### src/hw/rtl/bmhq_pkg.sv
package bmhq_pkg;

  // Heap geometry. Slots 1..CAPACITY hold entries, slot 0 is never used.
  localparam int unsigned CAPACITY = 255;
  localparam int unsigned DEPTH    = CAPACITY + 1;
  localparam int unsigned IDX_W    = $clog2(DEPTH);
  localparam int unsigned KEY_W    = 32;
  localparam int unsigned COUNT_W  = 8;

  typedef logic [IDX_W-1:0]        idx_t;
  typedef logic [IDX_W:0]          cidx_t;  // child / scan index, one bit of headroom
  typedef logic signed [KEY_W-1:0] key_t;

  typedef enum logic [1:0] {
    CMD_INSERT = 2'd0,
    CMD_DELETE = 2'd1,
    CMD_FIND   = 2'd2
  } cmd_e;

  typedef enum logic [1:0] {
    ST_OK        = 2'd0,
    ST_EMPTY     = 2'd1,
    ST_FULL      = 2'd2,
    ST_NOT_FOUND = 2'd3
  } status_e;

  typedef struct packed {
    logic [1:0] cmd;
    key_t       key;
  } item_t;

  typedef struct packed {
    status_e              status;
    key_t                 result_key;
    logic [COUNT_W-1:0]   count;
  } result_t;

  typedef enum logic [3:0] {
    OP_NONE,
    OP_INS_INIT,
    OP_INS_RD,
    OP_INS_MOVE,
    OP_INS_PUT,
    OP_DEL_INIT,
    OP_DEL_LOAD,
    OP_DEL_RD,
    OP_DEL_MOVE,
    OP_DEL_PUT,
    OP_FIND_INIT,
    OP_FIND_RD,
    OP_FIND_NEXT
  } dp_op_e;

  typedef enum logic [1:0] {
    KSEL_ZERO,
    KSEL_TOP,
    KSEL_SEARCH
  } ksel_e;

  typedef enum logic [3:0] {
    S_IDLE,
    S_INS_CHK,
    S_INS_CMP,
    S_DEL_LOAD,
    S_DEL_CHK,
    S_DEL_CMP,
    S_FIND_CHK,
    S_FIND_CMP
  } state_e;

  // Controller -> datapath
  typedef struct packed {
    dp_op_e  op;
    logic    fin;     // publish a result this cycle
    status_e status;
    ksel_e   ksel;
  } dp_cmd_t;

  // Datapath -> controller
  typedef struct packed {
    logic full;
    logic empty;
    logic at_root;
    logic beyond_cnt;  // child / scan index past the last entry
    logic ins_up;      // insert key beats its parent
    logic del_down;    // larger child beats the moved entry
    logic match;       // scanned entry equals the search key
  } dp_sts_t;

endpackage

### src/hw/rtl/bmhq_ctrl.sv
module bmhq_ctrl
  import bmhq_pkg::*;
(
  input  logic       clk_i,
  input  logic       rst_ni,
  input  logic       start,
  input  logic [1:0] cmd_i,
  input  dp_sts_t    sts_i,
  output logic       busy,
  output dp_cmd_t    dp_cmd_o
);

  state_e state_q, state_d;

  always_ff @(posedge clk_i or negedge rst_ni) begin
    if (!rst_ni) begin
      state_q <= S_IDLE;
    end else begin
      state_q <= state_d;
    end
  end

  assign busy = (state_q != S_IDLE);

  // next state
  always_comb begin
    state_d = state_q;
    unique case (state_q)
      S_IDLE: begin
        if (start) begin
          unique case (cmd_i)
            CMD_INSERT: state_d = sts_i.full  ? S_IDLE : S_INS_CHK;
            CMD_DELETE: state_d = sts_i.empty ? S_IDLE : S_DEL_LOAD;
            CMD_FIND:   state_d = S_FIND_CHK;
            default:    state_d = S_IDLE;
          endcase
        end
      end
      S_INS_CHK:  state_d = sts_i.at_root    ? S_IDLE : S_INS_CMP;
      S_INS_CMP:  state_d = sts_i.ins_up     ? S_INS_CHK : S_IDLE;
      S_DEL_LOAD: state_d = S_DEL_CHK;
      S_DEL_CHK:  state_d = sts_i.beyond_cnt ? S_IDLE : S_DEL_CMP;
      S_DEL_CMP:  state_d = sts_i.del_down   ? S_DEL_CHK : S_IDLE;
      S_FIND_CHK: state_d = sts_i.beyond_cnt ? S_IDLE : S_FIND_CMP;
      S_FIND_CMP: state_d = sts_i.match      ? S_IDLE : S_FIND_CHK;
      default:    state_d = S_IDLE;
    endcase
  end

  // datapath commands
  always_comb begin
    dp_cmd_o        = '0;
    dp_cmd_o.op     = OP_NONE;
    dp_cmd_o.status = ST_OK;
    dp_cmd_o.ksel   = KSEL_ZERO;
    unique case (state_q)
      S_IDLE: begin
        if (start) begin
          unique case (cmd_i)
            CMD_INSERT: begin
              if (sts_i.full) begin
                dp_cmd_o.fin    = 1'b1;
                dp_cmd_o.status = ST_FULL;
              end else begin
                dp_cmd_o.op = OP_INS_INIT;
              end
            end
            CMD_DELETE: begin
              if (sts_i.empty) begin
                dp_cmd_o.fin    = 1'b1;
                dp_cmd_o.status = ST_EMPTY;
              end else begin
                dp_cmd_o.op = OP_DEL_INIT;
              end
            end
            CMD_FIND: dp_cmd_o.op = OP_FIND_INIT;
            default:  dp_cmd_o.fin = 1'b1;  // unused code: plain ok, nothing stored
          endcase
        end
      end
      S_INS_CHK: begin
        if (sts_i.at_root) begin
          dp_cmd_o.op  = OP_INS_PUT;
          dp_cmd_o.fin = 1'b1;
        end else begin
          dp_cmd_o.op = OP_INS_RD;
        end
      end
      S_INS_CMP: begin
        if (sts_i.ins_up) begin
          dp_cmd_o.op = OP_INS_MOVE;
        end else begin
          dp_cmd_o.op  = OP_INS_PUT;
          dp_cmd_o.fin = 1'b1;
        end
      end
      S_DEL_LOAD: dp_cmd_o.op = OP_DEL_LOAD;
      S_DEL_CHK: begin
        if (sts_i.beyond_cnt) begin
          dp_cmd_o.op   = OP_DEL_PUT;
          dp_cmd_o.fin  = 1'b1;
          dp_cmd_o.ksel = KSEL_TOP;
        end else begin
          dp_cmd_o.op = OP_DEL_RD;
        end
      end
      S_DEL_CMP: begin
        if (sts_i.del_down) begin
          dp_cmd_o.op = OP_DEL_MOVE;
        end else begin
          dp_cmd_o.op   = OP_DEL_PUT;
          dp_cmd_o.fin  = 1'b1;
          dp_cmd_o.ksel = KSEL_TOP;
        end
      end
      S_FIND_CHK: begin
        if (sts_i.beyond_cnt) begin
          dp_cmd_o.fin    = 1'b1;
          dp_cmd_o.status = ST_NOT_FOUND;
        end else begin
          dp_cmd_o.op = OP_FIND_RD;
        end
      end
      S_FIND_CMP: begin
        if (sts_i.match) begin
          dp_cmd_o.fin  = 1'b1;
          dp_cmd_o.ksel = KSEL_SEARCH;
        end else begin
          dp_cmd_o.op = OP_FIND_NEXT;
        end
      end
      default: dp_cmd_o.op = OP_NONE;
    endcase
  end

endmodule

### config.mk
export PLATFORM = sky130hd
export DESIGN_NAME = bmhq_ctrl
export DESIGN_NICKNAME = d
export VERILOG_FILES = /design/src/hw/rtl/bmhq_pkg.sv /design/src/hw/rtl/bmhq_ctrl.sv
export SDC_FILE = /design/constraint.sdc
export NUM_CORES = 1
export LEC_CHECK = 0
export BUFFER_PORTS_ARGS = -buffer_cell sky130_fd_sc_hd__buf_2
export CORE_AREA = 2 2 39 41
export DETAILED_ROUTE_END_ITERATION = 8
export DIE_AREA = 0 0 41 43
export PLACE_DENSITY = 0.71
export SETUP_SLACK_MARGIN = 0.15
export SLEW_MARGIN = 20
export SYNTH_ARGS = -nofsm -noshare
export SYNTH_HDL_FRONTEND = slang
export SYNTH_SLANG_ARGS = --single-unit
### constraint.sdc
create_clock -name clk_i -period 3.6 [get_ports clk_i]
set_input_delay 0.72 -clock clk_i [delete_from_list [all_inputs] [get_ports clk_i]]
set_output_delay 0.72 -clock clk_i [all_outputs]
set_load 0.02 [all_outputs]
Word level (Yosys, flattened, before mapping). Index checks and enable logic that the tools add are counted.

Register bits after elaboration: 4. Bits of input ports: 12. Output and inout bits: 10. Word-level logic and storage cells: 51.

Equal/unequal tests: 10. Mux-type cells: 37. Reductions and logical operators: 3.

Operators with widths (count): $pmux 4 s8 (2); $mux 3 (10); $pmux 4 s3 (2); $eq 4x3->1 const B (4); $mux 4 (4); $mux 1 (10); $eq 4x2->1 const B (2); $pmux 2 s2 (2); $mux 7 (1); $pmux 1 s7 (1); $mux 2 (3); $pmux 2 s3 (1); $eq 4x1->1 const B (1); $logic_not 4->1 (1); $reduce_bool 4->1 (1); $pmux 1 s3 (1); $eq 2x1->1 const B (1); $eq 2x2->1 const B (1); $logic_not 2->1 (1); $ne 2x2->1 const B (1).

Logic depth before layout (Yosys ltp). Gate-level depths: netlist of run 1.

Word-level depth: 4. Depth in mapped cells: 5.

Least setup slack after synthesis of run 1. Ideal clock, no wire load.

Path type: input -> output. Start point: input port sts_i[1] (netlist bit). End point: output port dp_cmd_o[0] (netlist bit). Data arrival time: 1.498 ns. Slack: 1.382 ns. Stages: 2. Path buffers: 0. Cell sequence: and2_1 > nor4_1.

RTL lines: start: declaration (RTL line bmhq_ctrl.sv:8) `input dp_sts_t sts_i,`; end: declaration (RTL line bmhq_ctrl.sv:10) `output dp_cmd_t dp_cmd_o`.

==> results of run 1 <==
worst paths after layout:
check / to / start
max in group asynchronous: state_q[2] / rst_ni
worst min register to register: state_q[2] / state_q[0]
worst max-delay path: dp_cmd_o[4] / state_q[1]
worst min-delay path: state_q[0] / rst_ni
worst max register to register: state_q[2] / state_q[0]
min in group clk_i: state_q[0] / start
power by group through the flow:
stage | Sequential [mW] | Combinational [mW] | Clock (mW)
6_report | 0.134 | 0.352 | 0.0596
2_1_floorplan | 0.0709 | 0.365 | 0
3_3_place_gp | 0.133 | 0.352 | 0
4_1_cts | 0.133 | 0.354 | 0.0614
5_1_grt | 0.142 | 0.386 | 0.0642
3_5_place_dp | 0.133 | 0.352 | 0
final cells by class:
cell class	instances	area, µm²	share of cell area [%]
Multi-Input combinational cell	54	389	62.1
Timing Repair Buffer	21	105	16.8
Inverter	3	11.3	1.80
Clock buffer	4	26.3	4.19
Tap cell	16	20.0	3.19
Sequential cell	3	75.1	12.0
Yosys cell counts:
cell type and count:
sky130_fd_sc_hd__nand4_1 2, sky130_fd_sc_hd__buf_4 1, sky130_fd_sc_hd__o21ai_0 3, sky130_fd_sc_hd__a21oi_2 1
sky130_fd_sc_hd__nor4b_2 1, sky130_fd_sc_hd__a221o_1 1, sky130_fd_sc_hd__o211ai_1 1, sky130_fd_sc_hd__buf_6 4
sky130_fd_sc_hd__nor3b_1 1, sky130_fd_sc_hd__and4b_1 1, sky130_fd_sc_hd__nor2_1 2, sky130_fd_sc_hd__or3_1 1
sky130_fd_sc_hd__nand2_1 3, sky130_fd_sc_hd__nand4bb_1 1, sky130_fd_sc_hd__nand3_1 2, sky130_fd_sc_hd__inv_2 1
sky130_fd_sc_hd__or3b_1 1, sky130_fd_sc_hd__nor4_1 1, sky130_fd_sc_hd__o22a_1 1, sky130_fd_sc_hd__nor2_2 1
sky130_fd_sc_hd__a21oi_1 3, sky130_fd_sc_hd__o21ai_1 4, sky130_fd_sc_hd__nor3_2 1, sky130_fd_sc_hd__nand4b_1 1
sky130_fd_sc_hd__and2b_1 2, sky130_fd_sc_hd__nand2b_1 5, sky130_fd_sc_hd__and4_1 1, sky130_fd_sc_hd__dfrtp_1 3
sky130_fd_sc_hd__mux2i_1 1, sky130_fd_sc_hd__a32oi_1 2, sky130_fd_sc_hd__a311o_1 1, sky130_fd_sc_hd__a31oi_1 2
sky130_fd_sc_hd__inv_1 2, sky130_fd_sc_hd__nor4b_4 1, sky130_fd_sc_hd__and2_1 2, sky130_fd_sc_hd__a31o_1 1
sky130_fd_sc_hd__nand3b_1 3
per-stage QoR:
| step | instances | instance area [µm²] | util [%] | setup WS, ps |
|---|---|---|---|---|
| finish | 101 | 627 | 45.3 | 1000 |
| CTS | 101 | 627 | 45.3 | 1020 |
| detailed placement | 97 | 601 | 43.4 | 1210 |
| global route | 101 | 627 | 45.3 | 931 |
| floorplan | 65 | 528 | - | 1380 |
| global placement | 97 | 601 | 43.4 | 1220 |
critical path, delay by kind of cell (launching register included):
family,cells,cell delay (ps)
AND/OR/NAND/NOR,1,420
flip-flops,1,740
AO/OA/AOI/OAI,2,320
buffers and inverters,1,160
layout by cell type, fill, tap and decap left out, types with 3 or more instances in the layout:
cell,n
sky130_fd_sc_hd__nand3b_1,3
sky130_fd_sc_hd__buf_2,21
sky130_fd_sc_hd__a21oi_1,3
sky130_fd_sc_hd__nand2b_1,5
sky130_fd_sc_hd__clkbuf_4,3
sky130_fd_sc_hd__nand2_1,3
sky130_fd_sc_hd__o21ai_1,4
sky130_fd_sc_hd__dfrtp_1,3
sky130_fd_sc_hd__o21ai_0,3
metal layers:
| layer | part of all wire (%) | wire length [µm] |
|---|---|---|
| met2 | 42 | 524 |
| met3 | 6.0 | 75 |
| met1 | 50 | 616 |
| met5 | 0 | 0 |
| met4 | 2.2 | 27 |
cell families (layout without fill, tap and decap cells):
family / Yosys count / count (layout) / synth area share, %
multiplexers: 1 / 1 / 1.90
flip-flops: 3 / 3 / 14.2
buffers and inverters: 8 / 28 / 12.1
AND/OR/NAND/NOR: 33 / 33 / 46.4
AO/OA/AOI/OAI: 20 / 20 / 25.4
==> tab_implementation.tex, run 1 <==
\begin{tabular}{lr}
\hline
Metric & Value \\
\hline
\multicolumn{2}{l}{\textbf{Timing}} \\
\quad Clock Skew & between 0.6 and 0.7 ps \\
\quad Total negative slack for setup checks & 0 ps \\
\quad Setup-violating endpoint count in the final report & 0 \\
\quad Worst slack on hold paths & $\sim$270 ps \\
\quad Unrepaired setup endpoints after global routing & no \\
\quad Final number of max-transition violations & 0 \\
\quad Final period demand of the worst path & around 2600 ps \\
\quad Highest achievable clock rate & approximately 380 MHz \\
\quad Worst Max-Slew Pin Slew & 639 ps \\
\quad Period Utilization, post-route & around 72\% \\
\quad Remaining max-slew budget at the tightest pin & a little under three fifths \\
\quad Fin. Hold Viols & 0 \\
\multicolumn{2}{l}{\textbf{Routing}} \\
\quad Wirelength, routed & around 1200 µm \\
\quad Number of DRC markers in iteration 0 & 6 \\
\quad DRT Pass-1 Iters & 3 \\
\quad Post-route antenna net violation count & 0 \\
\quad WL per Instance & between 10 and 15 µm \\
\quad Routed vias & roughly 560 \\
\quad Vias per std cell & between 5 and 6 \\
\quad Drt drc & 0 \\
\multicolumn{2}{l}{\textbf{Floorplan}} \\
\quad Row count & 14 \\
\quad Die Y-Extent & $\sim$43 µm \\
\quad Boundary pin count & 22 \\
\quad Die ar. & 0.00176 mm² \\
\quad Initial Util & between 30\% and 40\% \\
\quad Core region area & about 0.0014 mm² \\
\quad DIE WIDTH & 41 µm \\
\multicolumn{2}{l}{\textbf{Clock network}} \\
\quad Cts repair resizes & 0 \\
\quad Max clock buf depth & 2 \\
\quad TritonCTS buffer count & 3 \\
\quad H-tree lvl count & 1 \\
\quad Postcts setup bufs & 0 \\
\quad CTS sink cnt & 3 \\
\quad CTS tree & done \\
\quad Clock transition at the registers of the reported paths & about 40 ps \\
\quad Number of buffers inserted by hold repair at cts & 0 \\
\quad Clock root buffer & sky130\_fd\_sc\_hd\_\_clkbuf\_4 \\
\quad Worst-skew pair later-pin latency & around 240 ps \\
\multicolumn{2}{l}{\textbf{Layout}} \\
\quad Largest registers ranked by flip-flop count & state\_q x3 \\
\quad Most flop-heavy register & state\_q \\
\quad Filler cell count in the final layout & roughly 150 \\
\quad Net count, final & 98 \\
\quad Area growth from synthesis to layout & 18.7\% \\
\quad Layout cells sized above 1 & a little over a third \\
\quad Largest register FFs & 3 \\
\quad Diode insertion count for antenna repair & 0 \\
\multicolumn{2}{l}{\textbf{Synthesis}} \\
\quad Number of synthesized register bits & 3 \\
\quad Area share of the largest cell type after synthesis & 14.2\% \\
\quad Combined area of all synthesized cells & roughly 530 µm² \\
\quad Sequential-to-total area share from yosys stat & between 10\% and 20\% \\
\quad Average footprint of a synthesized cell & roughly 8.1 µm² \\
\quad Cell taking the most area after synthesis & sky130\_fd\_sc\_hd\_\_dfrtp\_1 \\
\quad Synth area leaders & sky130\_fd\_sc\_hd\_\_dfrtp\_1, sky130\_fd\_sc\_hd\_\_buf\_6, sky130\_fd\_sc\_hd\_\_nand2b\_1 \\
\quad Instance count of the mapped netlist & between 60 and 70 \\
\quad Total nets after synthesis & 77 \\
\quad Synth unique cells & 37 \\
\quad Syn. warnings & 0 \\
\multicolumn{2}{l}{\textbf{Power}} \\
\quad Psw & between 0.3 and 0.4 mW \\
\quad Share of power burned in combinational logic & 64.5\% \\
\quad Switch share & approximately 55\% \\
\quad Part of the power in registers & 24.6\% \\
\quad Standby leakage power & $\sim$0.28 nW \\
\quad Max IR drop VDD & $\sim$0.33 mV \\
\quad Internal power & 0.244 mW \\
\quad Total power & between 0.5 and 0.6 mW \\
\quad Share of total power in the clock network & 10.9\% \\
\quad Power per standard cell area & around 870 mW/mm² \\
\multicolumn{2}{l}{\textbf{Setup path}} \\
\quad Slack of the worst reg-to-reg path & 2180 ps \\
\quad Critical path data arrival time & $\sim$1900 ps \\
\quad Setup crit start kind & flip-flop \\
\quad Crit Path Class & reg -> out \\
\quad Depth of the worst register-to-register path & 3 \\
\quad Slowest Stage Delay on Critical Path & 740 ps \\
\quad Crit end category & primary output \\
\quad WP data required & 2880 ps \\
\quad CP max FO & 21 \\
\quad Standard cell with the maximum stage delay on the critical path & sky130\_fd\_sc\_hd\_\_dfrtp\_1 \\
\quad Worst-path cell chain & or3b\_1 -> a21oi\_2 -> a221o\_1 -> buf\_2 \\
\multicolumn{2}{l}{\textbf{Placement}} \\
\quad Final Wtd Congestion & 0.726 \\
\quad DP Wirelength & 922 µm \\
\quad Count of input and output buffers & 21 \\
\multicolumn{2}{l}{\textbf{Global routing}} \\
\quad Total congestion overflow after global routing & 0 \\
\quad First-pass GRT wire length & approximately 1800 µm \\
\quad Gr busiest metal & met1 \\
\quad Met3 usage in global routing & 4.71\% \\
\quad Total GRT Usage & $\sim$15\% \\
\quad Grt met1 use & 21.0\% \\
\quad Via count of the first global-routing pass & 443 \\
\quad Initial antenna violation count & 0 \\
\quad Met2 Usage GRT & between 20\% and 30\% \\
\quad Pin count of the biggest net entering global routing & 22 \\
\multicolumn{2}{l}{\textbf{Status}} \\
\quad Outcome & completed \\
\multicolumn{2}{l}{\textbf{Hold path}} \\
\quad Path type of the worst min-delay path & in -> async \\
\multicolumn{2}{l}{\textbf{Flow run}} \\
\quad Count of maximum capacitance violations & 0 \\
\hline
\end{tabular}
Power figures use the tool's default switching activity.
==> inputs of run 2 (changes only) <==
- clock period: 3.6 -> 2.7 ns (I/O delays scaled with it)
==> run 2 against run 1 <==
Clock power grew 33%. Setup slack lost 710 ps. Non-clock buffer count is the same. Via count grew 3.4%. Critical path type unchanged. Critical endpoint is now dp_cmd_o[7].
==> tab_implementation.tex, run 2 (synthesis gave the netlist of run 1 again) <==
\begin{tabular}{lr}
\hline
Metric & Value \\
\hline
\multicolumn{2}{l}{\textbf{Global routing}} \\
\quad First-pass GRT wire length & $\sim$2000 µm \\
\quad Initial antenna violation count & 0 \\
\quad Pin count of the biggest net entering global routing & 22 \\
\quad Total congestion overflow after global routing & 0 \\
\quad Via count of the first global-routing pass & around 460 \\
\quad Total GRT Usage & around 16\% \\
\multicolumn{2}{l}{\textbf{Power}} \\
\quad Total power & just over 0.7 mW \\
\quad Standby leakage power & about 0.28 nW \\
\quad Max IR drop VDD & 0.376 mV \\
\quad Power per standard cell area & 1160 mW/mm² \\
\multicolumn{2}{l}{\textbf{Layout}} \\
\quad Diode insertion count for antenna repair & 0 \\
\quad Most flop-heavy register & state\_q \\
\quad Filler cell count in the final layout & around 150 \\
\quad Final core area utilization & a little under half \\
\quad Largest registers ranked by flip-flop count & state\_q x3 \\
\quad Net count, final & between 90 and 100 \\
\quad Highest-count cells in the layout ignoring fill and taps & sky130\_fd\_sc\_hd\_\_buf\_2, sky130\_fd\_sc\_hd\_\_nand2b\_1, sky130\_fd\_sc\_hd\_\_o21ai\_1 \\
\quad Layout cells sized above 1 & a little over a third \\
\quad Area growth from synthesis to layout & 18.7\% \\
\quad Largest register FFs & 3 \\
\quad Footprint of the multi-input gates & 389 µm² \\
\quad Most common cell after layout, fill and taps aside & sky130\_fd\_sc\_hd\_\_buf\_2 \\
\quad Register cell area after layout & about 75 µm² \\
\multicolumn{2}{l}{\textbf{Floorplan}} \\
\quad Die ar. & between 0.0015 and 0.002 mm² \\
\quad Row count & 14 \\
\quad Core region area & approximately 0.0014 mm² \\
\quad DIE WIDTH & 41 µm \\
\quad Die Y-Extent & 43 µm \\
\quad Initial Util & approximately two fifths \\
\quad Boundary pin count & 22 \\
\multicolumn{2}{l}{\textbf{Setup path}} \\
\quad Slack of the worst reg-to-reg path & about 1200 ps \\
\quad Endpoint of the worst-slack reg-to-reg timing path & state\_q[2] \\
\quad Crit end category & primary output \\
\quad Depth of the worst register-to-register path & 3 \\
\quad WP data required & about 2200 ps \\
\quad CP max FO & 21 \\
\quad Crit Path Class & reg -> out \\
\quad Startpoint of the most critical register-to-register path & state\_q[0] \\
\quad Critical path data arrival time & around 1900 ps \\
\quad Setup crit start kind & flip-flop \\
\multicolumn{2}{l}{\textbf{Clock network}} \\
\quad H-tree lvl count & 1 \\
\quad TritonCTS buffer count & 3 \\
\quad CTS tree & done \\
\quad Postcts setup bufs & 0 \\
\quad CTS sink cnt & 3 \\
\quad Max clock buf depth & 2 \\
\quad Worst-skew pair later-pin latency & between 200 and 250 ps \\
\quad Clock transition at the registers of the reported paths & $\sim$40 ps \\
\quad Number of buffers inserted by hold repair at cts & 0 \\
\quad Cts repair resizes & 0 \\
\quad Clock root buffer & sky130\_fd\_sc\_hd\_\_clkbuf\_4 \\
\multicolumn{2}{l}{\textbf{Timing}} \\
\quad Final period demand of the worst path & 2410 ps \\
\quad Highest achievable clock rate & a little over 400 MHz \\
\quad Remaining max-slew budget at the tightest pin & a little under three fifths \\
\quad Total negative slack for setup checks & 0 ps \\
\quad Setup-violating endpoint count in the final report & 0 \\
\quad Final number of max-transition violations & 0 \\
\quad Worst Max-Slew Pin Slew & 640 ps \\
\quad Unrepaired setup endpoints after global routing & no \\
\quad Fin. Hold Viols & 0 \\
\quad Clock Skew & between 4 and 5 ps \\
\quad Period Utilization, post-route & 89.2\% \\
\multicolumn{2}{l}{\textbf{Placement}} \\
\quad Final Wtd Congestion & a little over 0.8 \\
\quad DP Wirelength & roughly 1000 µm \\
\quad Count of input and output buffers & 21 \\
\multicolumn{2}{l}{\textbf{Routing}} \\
\quad Drt drc & 0 \\
\quad Wirelength, routed & around 1300 µm \\
\quad Post-route antenna net violation count & 0 \\
\quad Number of DRC markers in iteration 0 & 10 \\
\quad WL per Instance & $\sim$13 µm \\
\quad Vias per std cell & $\sim$5.7 \\
\quad Routed vias & 578 \\
\quad DRT Pass-1 Iters & 4 \\
\multicolumn{2}{l}{\textbf{Flow run}} \\
\quad Count of maximum capacitance violations & 0 \\
\multicolumn{2}{l}{\textbf{Status}} \\
\quad Outcome & completed \\
\multicolumn{2}{l}{\textbf{Hold path}} \\
\quad Path type of the worst min-delay path & in -> async \\
\hline
\end{tabular}
## run 2: how the worst max path moves through the flow
stage | start | end | slack, ps
after floorplan | state_q[1] | dp_cmd_o[0] | 780
after global placement | state_q[1] | dp_cmd_o[7] | 620
after detailed placement | state_q[1] | dp_cmd_o[7] | 580
after CTS | state_q[1] | dp_cmd_o[7] | 310
after global routing | state_q[1] | dp_cmd_o[7] | 230
final | state_q[1] | dp_cmd_o[7] | 290
## run 2: final cells by class
class | instances | share of cell area, %
Clock buffer | 4 | 4.19
Tap cell | 16 | 3.19
Inverter | 3 | 1.80
Sequential cell | 3 | 12.0
Multi-Input combinational cell | 54 | 62.1
Timing Repair Buffer | 21 | 16.8
## run 2: report_power, final
group          switching, mW  internal, mW  total (mW)
registers              0.113        0.0655       0.179
clock network         0.0239        0.0554      0.0794
logic                  0.265         0.204       0.470
total                  0.403         0.325       0.728
## run 2: metal layers
| metal | track usage, % | vias up | share of wire, % |
|---|---|---|---|
| met5 | 0 | - | 0 |
| met4 | 8.67 | 0 | 1.1 |
| met3 | 4.71 | 2 | 5.7 |
| met2 | 20.3 | 19 | 46 |
| met1 | 24.3 | 267 | 47 |
| li1 | - | 290 | - |
## run 2: worst max-delay path: stages, from the launching register on
cell	delay [ps]
sky130_fd_sc_hd__dfrtp_1	740
sky130_fd_sc_hd__or3b_1	450
sky130_fd_sc_hd__a21oi_2	160
sky130_fd_sc_hd__nand3b_1	120
sky130_fd_sc_hd__buf_2	160
## run 2: metrics by stage
| step | std cells | hold WS, ps | setup WS (ps) | cell area [µm²] |
|---|---|---|---|---|
| 2_1_floorplan | 65 | 244 | 776 | 528 |
| 3_3_place_gp | 97 | 336 | 619 | 601 |
| 3_5_place_dp | 97 | 342 | 576 | 601 |
| 4_1_cts | 101 | 85.4 | 307 | 627 |
| 5_1_grt | 101 | 87.4 | 228 | 627 |
| 6_report | 101 | 96.0 | 290 | 627 |
==> inputs of run 3 (changes only) <==
- REMOVE_ABC_BUFFERS: unset -> 1
==> run 3 against run 2 <==
Sequential share of layout area stayed put. Wire length fell by 2.1%. Combinational power is essentially flat. Clock power is 0.9% lower. Non-clock buffer count stayed put. Utilization unchanged. First-iteration DRC count is 10% higher. Sequential power up 2%. Via count down 1.6%. Final area did not move. Largest power group unchanged.
==> tab_implementation.tex, run 3 (synthesis gave the netlist of run 1 again) <==
\begin{tabular}{lr}
\hline
Metric & Value \\
\hline
\multicolumn{2}{l}{\textbf{Status}} \\
\quad Outcome & completed \\
\multicolumn{2}{l}{\textbf{Clock network}} \\
\quad CTS sink cnt & 3 \\
\quad Postcts setup bufs & 0 \\
\quad Worst-skew pair later-pin latency & around 230 ps \\
\quad Clock transition at the registers of the reported paths & roughly 40 ps \\
\quad Max clock buf depth & 2 \\
\quad Cts repair resizes & 0 \\
\quad Clock root buffer & sky130\_fd\_sc\_hd\_\_clkbuf\_4 \\
\quad TritonCTS buffer count & 3 \\
\quad Number of buffers inserted by hold repair at cts & 0 \\
\quad CTS tree & done \\
\quad H-tree lvl count & 1 \\
\multicolumn{2}{l}{\textbf{Layout}} \\
\quad Most flop-heavy register & state\_q \\
\quad Layout cells sized above 1 & about a third \\
\quad Filler cell count in the final layout & about 140 \\
\quad Diode insertion count for antenna repair & 0 \\
\quad Register cell area after layout & $\sim$75 µm² \\
\quad Largest register FFs & 3 \\
\quad Largest registers ranked by flip-flop count & state\_q x3 \\
\quad Highest-count cells in the layout ignoring fill and taps & sky130\_fd\_sc\_hd\_\_buf\_2, sky130\_fd\_sc\_hd\_\_nand2b\_1, sky130\_fd\_sc\_hd\_\_o21ai\_1 \\
\quad Area growth from synthesis to layout & 18.7\% \\
\quad Most common cell after layout, fill and taps aside & sky130\_fd\_sc\_hd\_\_buf\_2 \\
\quad Net count, final & 98 \\
\quad Footprint of the multi-input gates & around 390 µm² \\
\multicolumn{2}{l}{\textbf{Timing}} \\
\quad Setup-violating endpoint count in the final report & 0 \\
\quad Worst Max-Slew Pin Slew & 642 ps \\
\quad Highest achievable clock rate & 421 MHz \\
\quad Worst slack on hold paths & 93.2 ps \\
\quad Fin. Hold Viols & 0 \\
\quad Clock Skew & about 2.5 ps \\
\quad Total negative slack for setup checks & 0 ps \\
\quad Unrepaired setup endpoints after global routing & no \\
\quad Final period demand of the worst path & $\sim$2400 ps \\
\quad Final number of max-transition violations & 0 \\
\quad Period Utilization, post-route & 87.9\% \\
\quad Remaining max-slew budget at the tightest pin & between 50\% and 60\% \\
\multicolumn{2}{l}{\textbf{Global routing}} \\
\quad Initial antenna violation count & 0 \\
\quad First-pass GRT wire length & $\sim$1900 µm \\
\quad Pin count of the biggest net entering global routing & 22 \\
\quad Via count of the first global-routing pass & $\sim$450 \\
\quad Total GRT Usage & between 15 and 20\% \\
\quad Total congestion overflow after global routing & 0 \\
\multicolumn{2}{l}{\textbf{Floorplan}} \\
\quad Boundary pin count & 22 \\
\quad Row count & 14 \\
\quad Die Y-Extent & roughly 43 µm \\
\quad Die ar. & 0.00176 mm² \\
\quad DIE WIDTH & between 40 and 50 µm \\
\quad Core region area & around 0.0014 mm² \\
\quad Initial Util & about two fifths \\
\multicolumn{2}{l}{\textbf{Power}} \\
\quad Standby leakage power & between 0.2 and 0.3 nW \\
\quad Power per standard cell area & 1170 mW/mm² \\
\quad Max IR drop VDD & between 0.2 and 0.3 mV \\
\multicolumn{2}{l}{\textbf{Flow run}} \\
\quad Count of maximum capacitance violations & 0 \\
\multicolumn{2}{l}{\textbf{Setup path}} \\
\quad Worst-path cell chain & or3b\_1 -> a21oi\_2 -> a221o\_1 -> buf\_2 \\
\quad Slowest Stage Delay on Critical Path & approximately 740 ps \\
\quad Crit Path Class & reg -> out \\
\quad WP data required & about 2200 ps \\
\quad Crit end category & primary output \\
\quad Worst Path Buf+Inv & 1 \\
\quad Critical path data arrival time & 1830 ps \\
\quad Gate family responsible for the most delay along the worst path & flip-flops \\
\quad Standard cell with the maximum stage delay on the critical path & sky130\_fd\_sc\_hd\_\_dfrtp\_1 \\
\quad CP max FO & 21 \\
\quad Setup crit start kind & flip-flop \\
\multicolumn{2}{l}{\textbf{Routing}} \\
\quad WL per Instance & 12.7 µm \\
\quad Drt drc & 0 \\
\quad Number of DRC markers in iteration 0 & 11 \\
\quad DRT Pass-1 Iters & 4 \\
\quad Wirelength, routed & approximately 1300 µm \\
\quad Post-route antenna net violation count & 0 \\
\quad Routed vias & 569 \\
\quad Vias per std cell & approximately 5.6 \\
\multicolumn{2}{l}{\textbf{Hold path}} \\
\quad Path type of the worst min-delay path & in -> async \\
\multicolumn{2}{l}{\textbf{Placement}} \\
\quad DP Wirelength & approximately 970 µm \\
\quad Final Wtd Congestion & 0.721 \\
\quad Count of input and output buffers & 21 \\
\hline
\end{tabular}
## run 3: path summary, 6_finish.rpt
kind	cells past startpoint	slack, ps	start	to
worst max-delay path	4	330	state_q[1]	dp_cmd_o[4]
worst min-delay path	1	90	rst_ni	state_q[2]
worst max register to register	3	1240	state_q[0]	state_q[2]
worst min register to register	2	880	state_q[0]	state_q[2]
max in group asynchronous	1	2500	rst_ni	state_q[0]
min in group clk_i	2	580	start	state_q[0]
## run 3: worst register-to-register path, delay by kind of cell, from the launching register on
kind,cells,cell delay [ps]
AO/OA/AOI/OAI,2,330
flip-flops,1,710
multiplexers,1,350
## run 3: layout make-up
cell class                      count  share of cell area, %
Multi-Input combinational cell     54                   62.1
Inverter                            3                   1.80
Tap cell                           16                   3.19
Clock buffer                        4                   4.19
Timing Repair Buffer               21                   16.8
Sequential cell                     3                   12.0
## run 3: through the flow
stage | area (µm²) | instances | utilization [%] | power, mW | setup slack, ps
after floorplan | 475 | 60 | - | 0.505 | 731
after global placement | 601 | 97 | 43.4 | 0.644 | 608
after detailed placement | 601 | 97 | 43.4 | 0.651 | 587
after CTS | 627 | 101 | 45.3 | 0.733 | 331
after global routing | 627 | 101 | 45.3 | 0.791 | 206
final | 627 | 101 | 45.3 | 0.731 | 326
## run 3: routing by layer
metal | share of wire, % | vias to the layer above | track usage, %
met3 | 5.3 | 0 | 0
li1 | - | 291 | -
met1 | 49 | 258 | 23.5
met5 | 0 | - | 0
met4 | 0 | 0 | 8.00
met2 | 46 | 20 | 22.5
## run 3: power breakdown
part / total (mW) / internal (mW) / switching [mW] / leakage (nW)
sequential: 0.183 / 0.0654 / 0.118 / 0.0396
combinational: 0.469 / 0.205 / 0.264 / 0.221
clock: 0.0787 / 0.0554 / 0.0233 / 0.0150
